File: src/hdl/qnl_pkg.sv
// shared constants for the quaternion normalized lerp core
`default_nettype none
package qnl_pkg;
   localparam int COMPONENT_BITS      = 16;
   localparam int BLEND_FRACTION_BITS = 16;
   localparam int LANES               = 4;
   localparam int NORM_TOP            = 30;
   localparam int ROOT_BITS           = NORM_TOP + 1;
   localparam int RAD_BITS            = 2 * ROOT_BITS;
endpackage
`default_nettype wire

File: src/hdl/qnl_sqrt.sv
// pipelined integer square root, one root bit per stage
`default_nettype none
module qnl_sqrt #(
   parameter int SIDE_W = 1,
   localparam int RW = qnl_pkg::ROOT_BITS,
   localparam int SW = qnl_pkg::RAD_BITS
) (
   input  wire               clock,
   input  wire               en,
   input  wire  [SW-1:0]     rad,
   input  wire  [SIDE_W-1:0] side_in,
   output logic [RW-1:0]     root,
   output logic [SIDE_W-1:0] side_out
);
   logic [SW-1:0]     rem_ff  [1:RW];
   logic [RW-1:0]     root_ff [1:RW];
   logic [SIDE_W-1:0] side_ff [1:RW];

   for (genvar i = 0; i < RW; i++) begin : g_stage
      localparam int BP = RW - 1 - i;
      logic [SW-1:0]     cur_rem, trial;
      logic [RW-1:0]     cur_root;
      logic [SIDE_W-1:0] cur_side;
      if (i == 0) begin : g_first
         assign cur_rem  = rad;
         assign cur_root = '0;
         assign cur_side = side_in;
      end else begin : g_next
         assign cur_rem  = rem_ff[i];
         assign cur_root = root_ff[i];
         assign cur_side = side_ff[i];
      end
      assign trial = (SW'(cur_root) << (BP + 1)) | (SW'(1) << (2 * BP));
      always_ff @(posedge clock) begin
         if (en) begin
            if (cur_rem >= trial) begin
               rem_ff[i+1]  <= cur_rem - trial;
               root_ff[i+1] <= cur_root | (RW'(1) << BP);
            end else begin
               rem_ff[i+1]  <= cur_rem;
               root_ff[i+1] <= cur_root;
            end
            side_ff[i+1] <= cur_side;
         end
      end
   end

   assign root     = root_ff[RW];
   assign side_out = side_ff[RW];
endmodule
`default_nettype wire

File: config.mk
export PLATFORM = sky130hd
export DESIGN_NAME = qnl_sqrt
export DESIGN_NICKNAME = d
export VERILOG_FILES = /design/src/hdl/qnl_pkg.sv /design/src/hdl/qnl_sqrt.sv
export SDC_FILE = /design/constraint.sdc
export NUM_CORES = 2
export LEC_CHECK = 0
export BUFFER_PORTS_ARGS = -buffer_cell sky130_fd_sc_hd__buf_2
export CAP_MARGIN = 5
export CORE_ASPECT_RATIO = 0.75
export CORE_MARGIN = 2
export CORE_UTILIZATION = 40
export CTS_CLUSTER_DIAMETER = 80
export DETAILED_ROUTE_END_ITERATION = 8
export MAX_ROUTING_LAYER = met4
export PLACE_DENSITY = 0.62
export SLEW_MARGIN = 0
export SYNTH_ARGS = -nofsm -noshare
export SYNTH_HDL_FRONTEND = slang
export SYNTH_SLANG_ARGS = --single-unit
export TNS_END_PERCENT = 30
File: constraint.sdc
create_clock -name clock -period 3.65 [get_ports clock]
set_clock_uncertainty 0.05 [all_clocks]
set_input_delay 0.1825 -clock clock [delete_from_list [all_inputs] [get_ports clock]]
set_output_delay 0.1825 -clock clock [all_outputs]
set_load 0.005 [all_outputs]
==> results.json <==
{
  "clk_latency_ps": 990,
  "antenna_found_initial": 10,
  "clkSinkCount": 2387,
  "synth_enable_flop_cells": 2387,
  "dieArea_mm2": 0.290,
  "final_cells": 14395,
  "grt_first_pass_wirelength_mm": 481,
  "cts_tree": "done",
  "violations": "negative setup slack",
  "cts_made_buffers": 247,
  "fin_ws_ps": -203,
  "reg2reg_slack_ps": -200,
  "wl_mm": 326,
  "syn_nets": 9733,
  "rsz0062_at_grt": "yes",
  "drtIter0Drc": 8896,
  "critical_path_depth": 11,
  "synth_ff_type": "edfxtp_1",
  "area_delta_synth_final_pct": 21.5,
  "peakVddDrop_mv": 0.529,
  "path_max_fanout": 6,
  "start_util_pct": 40.1,
  "r2r-start": "rem_ff[3][19]",
  "maxSlewHeadroom_pct": 17.2,
  "crit_start": "rem_ff[3][19]",
  "num-fill-cells": 24685,
  "period_share_pct": 106,
  "setup_viol": 28,
  "hp-class": "in2reg",
  "layout-drive-gt1-share_pct": 17.6,
  "syn_area_mm2": 0.114,
  "syn_avg_cell_area_um2": 12.5,
  "endpoint_kind": "flop",
  "hold_viol": 0,
  "final_core_util_pct": 48.7,
  "crit_family": "simple AND/OR/NAND/NOR gates",
  "grt_start_max_net_pins": 195,
  "crit_required_ps": 4220,
  "dp_hpwl_mm": 245,
  "finalSetupTns_ps": -2260,
  "cts_max_level": 4,
  "first_global_vias": 74888,
  "synth_cells": 9143,
  "wl_per_cell_um": 22.6,
  "rows": 170,
  "slowest_delay_ps": 470,
  "seqCellArea_mm2": 0.0717,
  "vias_per_cell": 5.48,
  "drc_errors": 0,
  "num_vias": 78949,
  "grt_usage_pct": 22.4,
  "crit_chain": "ha_4 > nand2_4 > o211ai_1 > a221oi_4 > o21a_4 > or3_4 > and3b_2 > or3_4 > or3_4 > nor4_4 > xor2_1",
  "nets": 10999,
  "fmax_mhz": 260,
  "synth_seq_area_share_pct": 62.7,
  "first_pass_iters": 6,
  "coreArea_mm2": 0.285,
  "start_kind": "flop",
  "crit_slowest_cell": "or3_4",
  "ant_nets": 0,
  "critPathCapture": "rem_ff[3][117]",
  "cts.clk_slew.worst_paths_ps": 70,
  "reg2reg_to": "rem_ff[3][117]",
  "status": "finished, violations left",
  "cts_buffer_depth": 4,
  "yosysUniqueCellTypes": 96,
  "die_x_um": 622,
  "gp_congestion": 0.982,
  "port_buffers": 96,
  "num_io_pins": 97,
  "worst-path-buf-inv": 0,
  "ff2ff_path_depth": 11,
  "cp_common_cell": "or3_4",
  "min_period_ps": 3850,
  "overflow": 0,
  "hold_ws_ps": 269,
  "slew_violations": 0,
  "worst_slew_pin_slew_ps": 1210,
  "setup.worst_path.class": "reg2reg",
  "power_leakage_nw": 53.0,
  "maxCapViolCount": 0,
  "post-place-cells": 13735,
  "multi_input_area_mm2": 0.0416,
  "synth_seq_cells": 2387,
  "ctsRootBufferMaster": "clkbuf_16",
  "ys_async_sr_fraction_pct": 0,
  "power.density_mw_per_mm2": 608,
  "worstPathArrival_ps": 4420,
  "die_h_um": 467,
  "yosysWarnings": 0
}
## final cells by class
type | count | share of cell area, %
timing repair buffer | 1239 | 7.27
antenna | 10 | 0.0180
sequential | 2387 | 51.6
multi-input combinational | 5884 | 29.9
clock inverter | 162 | 1.45
tap | 3784 | 3.41
inverter | 650 | 1.76
clock buffer | 279 | 4.57
## per-layer routing
metal / global-route usage [%] / routed length (um)
met1: 35.0 / 164000
met2: 27.9 / 122000
met3: 6.88 / 34900
met4: 4.20 / 5450
met5: - / 0
## where the power goes
part	internal [W]	switching, W	leakage (nW)
registers	0.0346	0.00284	23.0
logic	0.00899	0.0117	26.0
clock network	0.0155	0.0110	4.04
total	0.0591	0.0255	53.0
## how the worst min path moves through the flow
stage,depth (start not counted),to,slack (ps),startpoint
5_1_grt,5,rem_ff[0][123],250,rad[61]
3_5_place_dp,1,rem_ff[0][108],330,rad[46]
6_report,5,rem_ff[0][123],270,rad[61]
4_1_cts,5,rem_ff[0][123],160,rad[60]
3_3_place_gp,1,rem_ff[0][108],320,rad[46]
2_1_floorplan,0,rem_ff[0][100],230,rad[38]
## cell families after synthesis
| logic type | synth area share [%] |
|---|---|
| fa+ha+maj | 5.74 |
| flops | 62.7 |
| simple gates | 12.4 |
| xor+xnor | 6.25 |
| mux | 0.712 |
| buf+inv | 2.88 |
| compound gates | 9.36 |
## stage by stage
stage	power, W	worst slack, ps	cell area, um2
2_1_floorplan	0.0484	-261	114000
3_3_place_gp	0.0567	-828	126000
3_5_place_dp	0.0569	-827	126000
4_1_cts	0.0838	-190	137000
5_1_grt	0.0882	-267	139000
6_report	0.0846	-203	139000
## placed cells by master, fill, tap and decap left out, types with 230 or more instances in the layout
cell type  instances
a21oi_1          475
inv_1            636
buf_4            947
ha_1             494
o21ai_0          257
xor2_1           401
clkbuf_16        255
nor2_1           526
nor4_1           291
nor3_1           242
nand2_1          634
edfxtp_1        2387
xnor2_1          409
a21o_1           230
## worst register-to-register path, cell delays in order (launching register included)
cell,delay (ps)
edfxtp_1,430
ha_4,330
nand2_4,50
o211ai_1,400
a221oi_4,210
o21a_4,270
or3_4,350
and3b_2,240
or3_4,330
or3_4,470
nor4_4,350
xor2_1,100
## Yosys cell counts (98+ instances only)
master / count / area [um2]
nor2_1: 541 / 2030
edfxtp_1: 2387 / 71700
xor2_1: 402 / 3520
nand2_1: 652 / 2450
a21o_1: 230 / 1730
or3_1: 98 / 613
o21a_1: 118 / 886
nor3_1: 274 / 1370
inv_1: 641 / 2410
o21ai_1: 220 / 1100
clkbuf_1: 195 / 732
nor4_1: 329 / 2060
o21ai_0: 275 / 1380
nand3_1: 147 / 736
nand4_1: 165 / 1030
a21oi_1: 491 / 2460
ha_1: 525 / 6570
xnor2_1: 414 / 3630
## flip-flops by register name, indices dropped and copies added (netlist names)
| register | cells |
|---|---|
| rem_ff | 1860 |
| side_ff | 31 |
| root_ff | 496 |
## what timing repair did
item                                   CTS  global route
resized for setup                      122           314
endpoints found under the hold margin  127             0
setup buffers                            8            70
hold buffers                           128             0
gates cloned                             2             6
pin swaps                               34           104
setup endpoints to repair              434           485
(Power assumes the default switching activity.)
