===== src/hdl/qnl_pkg.sv =====
// shared constants for the quaternion normalized lerp core
`default_nettype none
package qnl_pkg;
   localparam int COMPONENT_BITS      = 16;
   localparam int BLEND_FRACTION_BITS = 16;
   localparam int LANES               = 4;
   localparam int NORM_TOP            = 30;
   localparam int ROOT_BITS           = NORM_TOP + 1;
   localparam int RAD_BITS            = 2 * ROOT_BITS;
endpackage
`default_nettype wire


===== src/hdl/qnl_lane.sv =====
// one component lane: dot product term, blend, magnitude, normalize shift and square
`default_nettype none
module qnl_lane #(
   parameter int CW = qnl_pkg::COMPONENT_BITS,
   parameter int BW = qnl_pkg::BLEND_FRACTION_BITS,
   localparam int PW = CW + BW + 3,
   localparam int MW = CW + BW + 1,
   localparam int LENW = $clog2(MW + 1),
   localparam int SHW = qnl_pkg::NORM_TOP
) (
   input  wire                     clock,
   input  wire                     en,
   input  wire  signed [CW-1:0]    a,
   input  wire  signed [CW-1:0]    b,
   input  wire         [BW:0]      f,
   input  wire                     neg,
   input  wire         [LENW-1:0]  len,
   output logic signed [2*CW-1:0]  prod,
   output logic        [MW-1:0]    mag,
   output logic                    sign_out,
   output logic        [SHW-1:0]   sh_out,
   output logic        [2*SHW-1:0] sq
);
   localparam int WW = MW + SHW;

   logic signed [2*CW-1:0] prod_ff;
   logic signed [CW-1:0]   a1_ff, b1_ff, a2_ff, b2_ff, a3_ff;
   logic        [BW:0]     f1_ff, f2_ff;
   logic signed [PW-1:0]   dprod_ff, l_ff;
   logic        [MW-1:0]   mag5_ff;
   logic                   sg5_ff, sg6_ff, sg7_ff, sg8_ff;
   logic        [SHW-1:0]  sh6_ff, sh7_ff, sh8_ff;
   logic        [2*SHW-1:0] sq7_ff;

   logic signed [CW:0]     d_in;
   logic signed [BW+1:0]   fs;
   logic signed [PW-1:0]   ash, l_in, lneg;
   logic        [WW-1:0]   wide;

   always_comb begin
      d_in = neg ? ({a2_ff[CW-1], a2_ff} + {b2_ff[CW-1], b2_ff})
                 : ({a2_ff[CW-1], a2_ff} - {b2_ff[CW-1], b2_ff});
      fs   = {1'b0, f2_ff};
      ash  = {{(PW-CW-BW){a3_ff[CW-1]}}, a3_ff, {BW{1'b0}}};
      l_in = ash - dprod_ff;
      lneg = -l_ff;
      mag  = l_ff[PW-1] ? lneg[MW-1:0] : l_ff[MW-1:0];
      wide = {mag5_ff, {SHW{1'b0}}} >> len;
   end

   always_ff @(posedge clock) begin
      if (en) begin
         prod_ff  <= a * b;
         a1_ff    <= a;
         b1_ff    <= b;
         f1_ff    <= f;
         a2_ff    <= a1_ff;
         b2_ff    <= b1_ff;
         f2_ff    <= f1_ff;
         dprod_ff <= d_in * fs;
         a3_ff    <= a2_ff;
         l_ff     <= l_in;
         mag5_ff  <= mag;
         sg5_ff   <= l_ff[PW-1];
         sh6_ff   <= wide[SHW-1:0];
         sg6_ff   <= sg5_ff;
         sq7_ff   <= sh6_ff * sh6_ff;
         sh7_ff   <= sh6_ff;
         sg7_ff   <= sg6_ff;
         sh8_ff   <= sh7_ff;
         sg8_ff   <= sg7_ff;
      end
   end

   assign prod     = prod_ff;
   assign sq       = sq7_ff;
   assign sh_out   = sh8_ff;
   assign sign_out = sg8_ff;
endmodule
`default_nettype wire


===== config.mk =====
export PLATFORM = sky130hd
export DESIGN_NAME = qnl_lane
export DESIGN_NICKNAME = d
export VERILOG_FILES = /design/src/hdl/qnl_pkg.sv /design/src/hdl/qnl_lane.sv
export SDC_FILE = /design/constraint.sdc
export NUM_CORES = 2
export LEC_CHECK = 0
export BUFFER_PORTS_ARGS = -buffer_cell sky130_fd_sc_hd__buf_2
export CAP_MARGIN = 30
export CORE_MARGIN = 1.5
export CORE_UTILIZATION = 60
export CTS_CLUSTER_DIAMETER = 150
export DETAILED_ROUTE_END_ITERATION = 8
export MAX_ROUTING_LAYER = met4
export PLACE_DENSITY = 0.77
export SLEW_MARGIN = 20
export SYNTH_ARGS = -nofsm -noshare
export SYNTH_HDL_FRONTEND = slang
export SYNTH_SLANG_ARGS = --single-unit

===== constraint.sdc =====
create_clock -name clock -period 11.18 [get_ports clock]
set_clock_uncertainty 0.15 [all_clocks]
set_input_delay 0.559 -clock clock [delete_from_list [all_inputs] [get_ports clock]]
set_output_delay 0.559 -clock clock [all_outputs]
set_load 0.02 [all_outputs]

==> out/metrics.cfg <==
[place]
place_hpwl_um=119000
gp_congestion=0.968
io_buffer_count=212
placed_cell_area_mm2=0.0636

[timing]
finalSetupTns_ns=0
relSlewSlack_pct=28.0
min_period_ns=9.75
fmax_ghz=0.103
slew_violations=0
hold_viol_final=0
worst_pin_slew_ns=1.07
fin_crit_sh_pct=87.2
grt_setup_unrepaired=false
finalSetupViolCount=0

[final_layout]
layout_commonest_cell=inv_1
design_area_mm2=0.0654
nNetsFinal=7833
area_growth_pct=6.96
final_cell_mix=1419 x inv_1, 1182 x fa_1, 675 x nand2_1
drive_above_1_share_pct=6.67

[clock_network]
numClockSinks=400
cts_buffers=49
cts_tree=done
cts_buffer_depth=3
cts_resized=0
path_clk_slew_ns=0.06
clk_latency_ns=0.65
cts_max_level=2
ctsRootBufferMaster=clkbuf_16

[die]
die_height_um=322
ios=214
fp-row-count=116
die_w_um=322
fp.dieArea_mm2=0.104
core_area_mm2=0.100
start_util_pct=60.8

[job]
cap_violations=0

[global_route]
globalRoute.totalOverflow=0
track_usage_pct=30.7
grt_first_pass_wirelength_um=238000
grt_pass1_vias=44900
grt_max_degree=145
antenna_found_initial=12

[setup_path]
rrSetupSlack_ns=1.43
regToRegStartpoint=b2_ff[0]
crit_type=reg -> reg
r2r_cells=36
slowest_delay_ns=0.73
worstSetupStartpoint=b2_ff[0]
crit_fanout=8
end_kind=flop
crit_top_cell=fa_1
cp_data_required_time_ns=11.42
crit_slowest_cell=xnor2_1
critPathCapture=dprod_ff[33]
crit_arrival_ns=9.99
cp-start-kind=flop
reg2reg_to=dprod_ff[33]

[synth]
yosys_register_bits=400
synth_xor_area_share_pct=3.23
synth_top_family_by_area=adder cells
synth.area.top_cells=fa_1 39%, edfxtp_1 20%, ha_1 10%
yosys.area_share.adder_pct=49.0
synth_edf_count=400
syn_inst=5951
synth.area.mux_share_pct=1.38
syn_nets=7692
ys.flop_type=edfxtp_1
syn_area_per_cell_um2=10.3
seq_area_frac_synth_pct=19.7
async_flop_share_pct=0
synth.distinct_cells=82
yosysTopAreaCellShare_pct=38.7
yosysTopAreaCell=fa_1
yosys.area_share.simple_pct=11.3
ys.warnings.count=0
synth_compound_area_share_pct=5.38
synth_area_mm2=0.0611

[worst_hold_path]
hold_depth=1
min-delay-start=b[0]
hold_class=in -> reg

[status]
outcome=finished clean

[routing]
drc=0
first_iter_violations=2944
wl_um=147000
antenna_left=0
viasPerCell=5.55
wl_per_cell_um=19.6
detail_route.first_pass.iterations=6
via_count=41600

[worst max-delay path: cells and delay by family (launching register included)]
family          cells  cell delay (ns)
compound gates     13             3.19
flops               1             0.41
buf+inv             6             0.31
fa+ha+maj           9             3.89
mux                 1             0.16
xor+xnor            2             0.84
simple gates        5             0.49
[metrics by stage]
step	util, %	cells	hold slack, ns	setup slack, ns
after floorplan	-	5951	0.250	2.33
after global placement	63.3	7380	0.251	1.64
after detailed placement	63.3	7380	0.255	1.38
after CTS	65.0	7486	0.159	1.45
after global routing	65.1	7495	0.202	0.728
final	65.1	7495	0.210	1.43
[area by class of cell]
type	count	area, um2
Fill cell	7974	35100
Sequential cell	400	12000
Inverter	1429	5360
Clock buffer	60	1270
Timing Repair Buffer	287	1710
Tap cell	1357	1700
Clock inverter	29	300
Antenna cell	8	20.0
Multi-Input combinational cell	3925	43000
[cells in the mapped netlist, drive strengths merged (6+ instances only)]
cell type / number
edfxtp: 400
fa: 1182
nand3: 30
inv: 1422
o21ai: 101
nand4: 12
a31oi: 10
and2: 371
ha: 501
mux2: 10
nand2: 675
mux4: 20
o31ai: 17
or2: 13
nor4: 10
nand2b: 40
a31o: 7
and3: 13
buf: 14
mux2i: 28
a211oi: 21
or4: 9
nor2b: 44
a21oi: 155
xnor2: 160
o21a: 18
o41ai: 6
nor3: 27
nor2: 176
a21o: 59
o211ai: 11
o22ai: 25
clkbuf: 183
o21bai: 23
clkinv: 7
or3: 12
xor2: 65
a211o: 6
[flip-flops by register name, summed over array words and instances, names as in the netlist]
register  cells
sign_out      1
a1_ff        16
sg7_ff        1
sh7_ff       30
b2_ff        16
sh6_ff       30
f2_ff        17
b1_ff        16
f1_ff        17
sg6_ff        1
a3_ff        16
mag5_ff      33
sg5_ff        1
sq           58
sh_out       30
dprod_ff     35
a2_ff        16
prod         32
l_ff         34
[per-layer routing]
| metal | wire, um | vias up | track usage, % |
|---|---|---|---|
| li1 | - | 18500 | - |
| met1 | 58200 | 21000 | 38.9 |
| met3 | 13300 | 348 | 6.60 |
| met4 | 5470 | 0 | 10.5 |
| met2 | 70200 | 1689 | 49.1 |
| met5 | 0 | - | - |
[kinds of logic after synthesis]
logic type / Yosys count
adders and majority gates: 1683
xor gates and xnor gates: 225
other: 1
and+or+nand+nor: 1446
buffers and inverters: 1626
DFF: 400
AOI/OAI and AO/OA: 512
muxes: 58
[worst min path at each step]
stage,endpoint,slack [ns]
6_report,b1_ff[0],0.21
5_1_grt,b1_ff[2],0.20
4_1_cts,b1_ff[2],0.16
3_5_place_dp,a2_ff[12],0.25
3_3_place_gp,f2_ff[9],0.25
2_1_floorplan,a2_ff[0],0.25
[repair_timing]
item                                   4_1_cts  5_1_grt
endpoints found under the hold margin       17        0
setup endpoints to repair                    0        0
setup buffers                                0        0
hold buffers                                17        0
Power is left out: the tool's default activity adds up to more than one toggle a clock period on the data nets, which glitch-free logic cannot reach.
