File: src/hdl/qnl_pkg.sv
// shared constants for the quaternion normalized lerp core
`default_nettype none
package qnl_pkg;
   localparam int COMPONENT_BITS      = 16;
   localparam int BLEND_FRACTION_BITS = 16;
   localparam int LANES               = 4;
   localparam int NORM_TOP            = 30;
   localparam int ROOT_BITS           = NORM_TOP + 1;
   localparam int RAD_BITS            = 2 * ROOT_BITS;
endpackage
`default_nettype wire

File: src/hdl/qnl_div.sv
// pipelined rounded division of a normalized magnitude by the root
`default_nettype none
module qnl_div #(
   parameter int CW = qnl_pkg::COMPONENT_BITS,
   parameter int SIDE_W = 1,
   localparam int RW = qnl_pkg::ROOT_BITS,
   localparam int SHW = qnl_pkg::NORM_TOP
) (
   input  wire               clock,
   input  wire               en,
   input  wire  [SHW-1:0]    m,
   input  wire  [RW-1:0]     root,
   input  wire  [SIDE_W-1:0] side_in,
   output logic [CW-1:0]     q,
   output logic [SIDE_W-1:0] side_out
);
   localparam int QW = CW;
   localparam int NW = RW + QW;

   logic [NW-1:0]     rem_ff  [0:QW];
   logic [RW-1:0]     den_ff  [0:QW];
   logic [QW-1:0]     q_ff    [0:QW];
   logic [SIDE_W-1:0] side_ff [0:QW];

   always_ff @(posedge clock) begin
      if (en) begin
         rem_ff[0]  <= (NW'(m) << (CW - 2)) + NW'(root >> 1);
         den_ff[0]  <= root;
         q_ff[0]    <= '0;
         side_ff[0] <= side_in;
      end
   end

   for (genvar i = 0; i < QW; i++) begin : g_stage
      localparam int BP = QW - 1 - i;
      logic [NW-1:0] trial;
      assign trial = NW'(den_ff[i]) << BP;
      always_ff @(posedge clock) begin
         if (en) begin
            if (rem_ff[i] >= trial) begin
               rem_ff[i+1] <= rem_ff[i] - trial;
               q_ff[i+1]   <= q_ff[i] | (QW'(1) << BP);
            end else begin
               rem_ff[i+1] <= rem_ff[i];
               q_ff[i+1]   <= q_ff[i];
            end
            den_ff[i+1]  <= den_ff[i];
            side_ff[i+1] <= side_ff[i];
         end
      end
   end

   assign q        = q_ff[QW];
   assign side_out = side_ff[QW];
endmodule
`default_nettype wire

File: config.mk
export PLATFORM = sky130hd
export DESIGN_NAME = qnl_div
export DESIGN_NICKNAME = d
export VERILOG_FILES = /design/src/hdl/qnl_pkg.sv /design/src/hdl/qnl_div.sv
export SDC_FILE = /design/constraint.sdc
export NUM_CORES = 2
export LEC_CHECK = 0
export ABC_AREA = 1
export BUFFER_PORTS_ARGS = -buffer_cell sky130_fd_sc_hd__buf_4
export CAP_MARGIN = 20
export CORE_ASPECT_RATIO = 1.25
export CORE_MARGIN = 2
export CORE_UTILIZATION = 50
export CTS_CLUSTER_DIAMETER = 100
export DETAILED_ROUTE_END_ITERATION = 10
export GPL_ROUTABILITY_DRIVEN = 0
export HOLD_SLACK_MARGIN = 0.12
export PLACE_DENSITY_LB_ADDON = 0.2
export SLEW_MARGIN = 20
export SYNTH_ARGS = -nofsm -noshare
export SYNTH_HDL_FRONTEND = slang
export SYNTH_SLANG_ARGS = --single-unit
File: constraint.sdc
create_clock -name clock -period 8.5 [get_ports clock]
set_clock_uncertainty 0.1 [all_clocks]
set_input_delay 1.7 -clock clock [delete_from_list [all_inputs] [get_ports clock]]
set_output_delay 1.7 -clock clock [all_outputs]
set_load 0.005 [all_outputs]
==> impl_summary.log <==
INFO  metric cts.sink_count = 1385
INFO  metric post_synth_num_cell_types = 49
INFO  metric synthDominantAreaCellType = sky130_fd_sc_hd__edfxtp_1
INFO  metric coreArea = 0.188 mm2
INFO  metric wl_per_cell = 20.5 um
INFO  metric critPathArrivalTime = 5.25 ns
INFO  metric number_of_antenna_violations_at_the_first_check_in_global_routing = 12
INFO  metric hold_viol_final = 0
INFO  metric avgSynthCellArea = 7.47 um2
INFO  metric tritoncts.num_buffers = 148
INFO  metric worst_pin_slew = 1.11 ns
INFO  metric fmax = 209 MHz
INFO  metric tritoncts = built
INFO  metric syn_inst = 12.7k
INFO  metric remaining_drc_errors = 0
INFO  metric syn-cell-area = 0.0948 mm2
INFO  metric finalWirelength = 318000 um
INFO  metric share_of_total_power_in_sequential_cells = 0.345
INFO  metric buffer_ports.inserted = 80
INFO  metric power_frac_comb = 0.453
INFO  metric detail_route.iter0.violations = 8647
INFO  metric reg_area = 0.0416 mm2
INFO  metric cts.clk_slew.worst_paths = 0.06 ns
INFO  metric period_minus_slack = 4.78 ns
INFO  metric hold_class = reg2reg
INFO  metric fin_total_pwr = 0.0330 W
INFO  metric yosysWarnings = 0
INFO  metric synth_area_leaders = sky130_fd_sc_hd__edfxtp_1 (44%), sky130_fd_sc_hd__nand2_1 (18%), sky130_fd_sc_hd__inv_1 (9.9%)
INFO  metric design.die.area = 0.193 mm2
INFO  metric netlist.area_leader.share = 0.439
INFO  metric grt_start_max_net_pins = 165
INFO  metric globalRouteTotalUtil = 0.321
INFO  metric power_per_cell_area = 321 mW/mm2
INFO  metric post-cts-setup-buffer-count = 0
INFO  metric element_type_at_the_critical_path_start = primary input
INFO  metric die_height = 491 um
INFO  metric synth_fp_nets = 13.3k
INFO  metric finish.utilization = 0.545
INFO  metric cts-htree-levels = 4
INFO  metric io-pin-count = 81
INFO  metric p_leak = 50.8 nW
INFO  metric layout_worst_path_cycle_share = 0.562
INFO  metric timing.critical_path.to_type = flip-flop
INFO  metric ant_nets = 0
INFO  metric placement_row_count = 178
INFO  metric first_global_vias = 80.2k
INFO  metric ys_async_sr_fraction = 0
INFO  metric worst-endpoint-required = 8.97 ns
INFO  metric fin_setup_tns = 0 ns
INFO  metric intPower = 0.0182 W
INFO  metric cts_root_buffer = sky130_fd_sc_hd__clkbuf_16
INFO  metric holdBufCountCts = 0
INFO  metric firstDrtPassIters = 8
INFO  metric synth_sequential_area_ratio = 0.439
INFO  metric synth.most_common_cell = sky130_fd_sc_hd__nand2_1
INFO  metric detail_route.vias_per_cell = 5.43
INFO  metric critical_path_class = in2reg
INFO  metric timing.slew.headroom = 0.258
INFO  metric aggregate_global_routing_overflow = 0
INFO  metric via_count = 84.0k
INFO  metric finalSetupViolCount = 0
INFO  metric start_util = 0.503
INFO  metric clkLatencyLatePin = 0.84 ns
INFO  metric peakVddDrop = 251 uV
INFO  metric synth_enable_flop_cells = 1385
INFO  metric power.net_switching = 0.0147 W
INFO  metric detailed_place_hpwl = 258000 um
INFO  metric crit_fanout = 128
INFO  metric ff_latch_count_synth = 1385
INFO  metric most_frequent_cells_after_synthesis = sky130_fd_sc_hd__nand2_1 (4506), sky130_fd_sc_hd__inv_1 (2501), sky130_fd_sc_hd__edfxtp_1 (1385), sky130_fd_sc_hd__nor2_1 (1118), sky130_fd_sc_hd__nand3_1 (785)
INFO  metric first_pass_grt_wire_length = 471000 um
INFO  metric die_x = 394 um
INFO  metric fin_nets = 13.4k
INFO  metric nFillCells = 17.8k
INFO  metric setup_repair_after_global_routing_missed_its_margin = no
INFO  metric max_cap_violations = 0
INFO  metric drive_above_1_share = 0.0413
INFO  metric run_status = completed
INFO  metric synth_top_flop_cell = sky130_fd_sc_hd__edfxtp_1
INFO  metric footprint_of_the_multi_input_gates = 0.0428 mm2
INFO  metric cts_max_path_buffers = 3
INFO  metric post_cts_resize_count = 0
INFO  metric sw_frac_of_total = 0.446
INFO  metric flow.area_growth_from_synthesis = 8.34%
INFO  metric drv_slew = 0
INFO  metric power_frac_clock = 0.202
==> critical path, stage by stage <==
cell and delay [ns]:
sky130_fd_sc_hd__buf_16 0.31, sky130_fd_sc_hd__inv_2 0.57, sky130_fd_sc_hd__nor4_1 0.44, sky130_fd_sc_hd__o211ai_1 0.14, sky130_fd_sc_hd__inv_1 0.82, sky130_fd_sc_hd__nand2_2 0.66
sky130_fd_sc_hd__nand2_1 0.23, sky130_fd_sc_hd__nand2_1 0.09
==> worst paths after layout <==
kind / startpoint / to / slack (ns) / depth (start not counted)
min reg2reg: q_ff[6][13] / q_ff[7][13] / 0.31 / 0
min: q_ff[6][13] / q_ff[7][13] / 0.31 / 0
max reg2reg: den_ff[0][294] / rem_ff[10][14] / 4.46 / 13
max: en / rem_ff[2][39] / 3.72 / 8
==> area by class of cell <==
type,count,share of cell area
timing repair buffer,102,0.00805
inverter,2519,0.0921
sequential,1385,0.405
antenna,6,0.000146
clock buffer,176,0.0375
multi-input combinational,8665,0.416
tap,2520,0.0307
clock inverter,93,0.0103
==> cells by family after synthesis <==
logic type / count (synthesis) / synth area share
AND/OR/NAND/NOR: 6935 / 0.300
buffers and inverters: 2639 / 0.110
flip-flops: 1385 / 0.439
AO/OA/AOI/OAI: 884 / 0.0506
adder cells (fa/ha/maj): 527 / 0.0708
XOR/XNOR: 319 / 0.0295
==> power groups by stage <==
stage | logic, W | registers [W] | clock network (W)
6_report | 0.0149 | 0.0114 | 0.00666
3_3_place_gp | 0.0143 | 0.0114 | 0
5_1_grt | 0.0166 | 0.0113 | 0.00700
4_1_cts | 0.0146 | 0.0113 | 0.00676
2_1_floorplan | 0.0107 | 0.0102 | 0
3_5_place_dp | 0.0145 | 0.0114 | 0
==> registers in the layout, indices dropped and copies added, names as in the netlist <==
name,flops
rem_ff,736
den_ff,496
q_ff,136
side_ff,17
==> cells in the final DEF (no fill, tap or decap), types with 26 or more instances in the layout <==
| cell | Yosys | layout |
|---|---|---|
| sky130_fd_sc_hd__nand2_1 | 4506 | 4506 |
| sky130_fd_sc_hd__inv_1 | 2501 | 2501 |
| sky130_fd_sc_hd__edfxtp_1 | 1385 | 1385 |
| sky130_fd_sc_hd__nor2_1 | 1118 | 1117 |
| sky130_fd_sc_hd__nand3_1 | 785 | 785 |
| sky130_fd_sc_hd__ha_1 | 511 | 511 |
| sky130_fd_sc_hd__a21oi_1 | 472 | 471 |
| sky130_fd_sc_hd__o21ai_0 | 248 | 248 |
| sky130_fd_sc_hd__xor2_1 | 207 | 207 |
| sky130_fd_sc_hd__clkbuf_16 | 0 | 150 |
| sky130_fd_sc_hd__nor3_1 | 127 | 127 |
| sky130_fd_sc_hd__xnor2_1 | 112 | 112 |
| sky130_fd_sc_hd__nand4_1 | 101 | 101 |
| sky130_fd_sc_hd__buf_4 | 29 | 97 |
| sky130_fd_sc_hd__nand3b_1 | 81 | 81 |
| sky130_fd_sc_hd__nor2_2 | 47 | 48 |
| sky130_fd_sc_hd__o21bai_1 | 38 | 38 |
| sky130_fd_sc_hd__o21ai_1 | 38 | 38 |
| sky130_fd_sc_hd__a21oi_2 | 36 | 37 |
| sky130_fd_sc_hd__nand2_2 | 34 | 34 |
| sky130_fd_sc_hd__nor4_1 | 30 | 30 |
| sky130_fd_sc_hd__clkbuf_1 | 18 | 26 |
==> through the flow <==
step	cells	worst slack (ns)	hold WS, ns	instance area, um2
4_1_cts	15500	3.88	0.305	103000
5_1_grt	15500	3.60	0.314	103000
6_report	15500	3.72	0.306	103000
2_1_floorplan	12700	4.25	0.300	94800
3_5_place_dp	15200	2.99	0.305	97800
3_3_place_gp	15200	3.05	0.300	97800
==> metal layers <==
metal / global-route usage / part of all wire / up-vias
met5: 0 / 0.00031 / -
met4: 0.276 / 0.10 / 16
met3: 0.0501 / 0.071 / 1348
met2: 0.547 / 0.47 / 4063
met1: 0.349 / 0.35 / 38300
li1: - / - / 40300
Note: power is estimated with default switching activity, not from simulation.
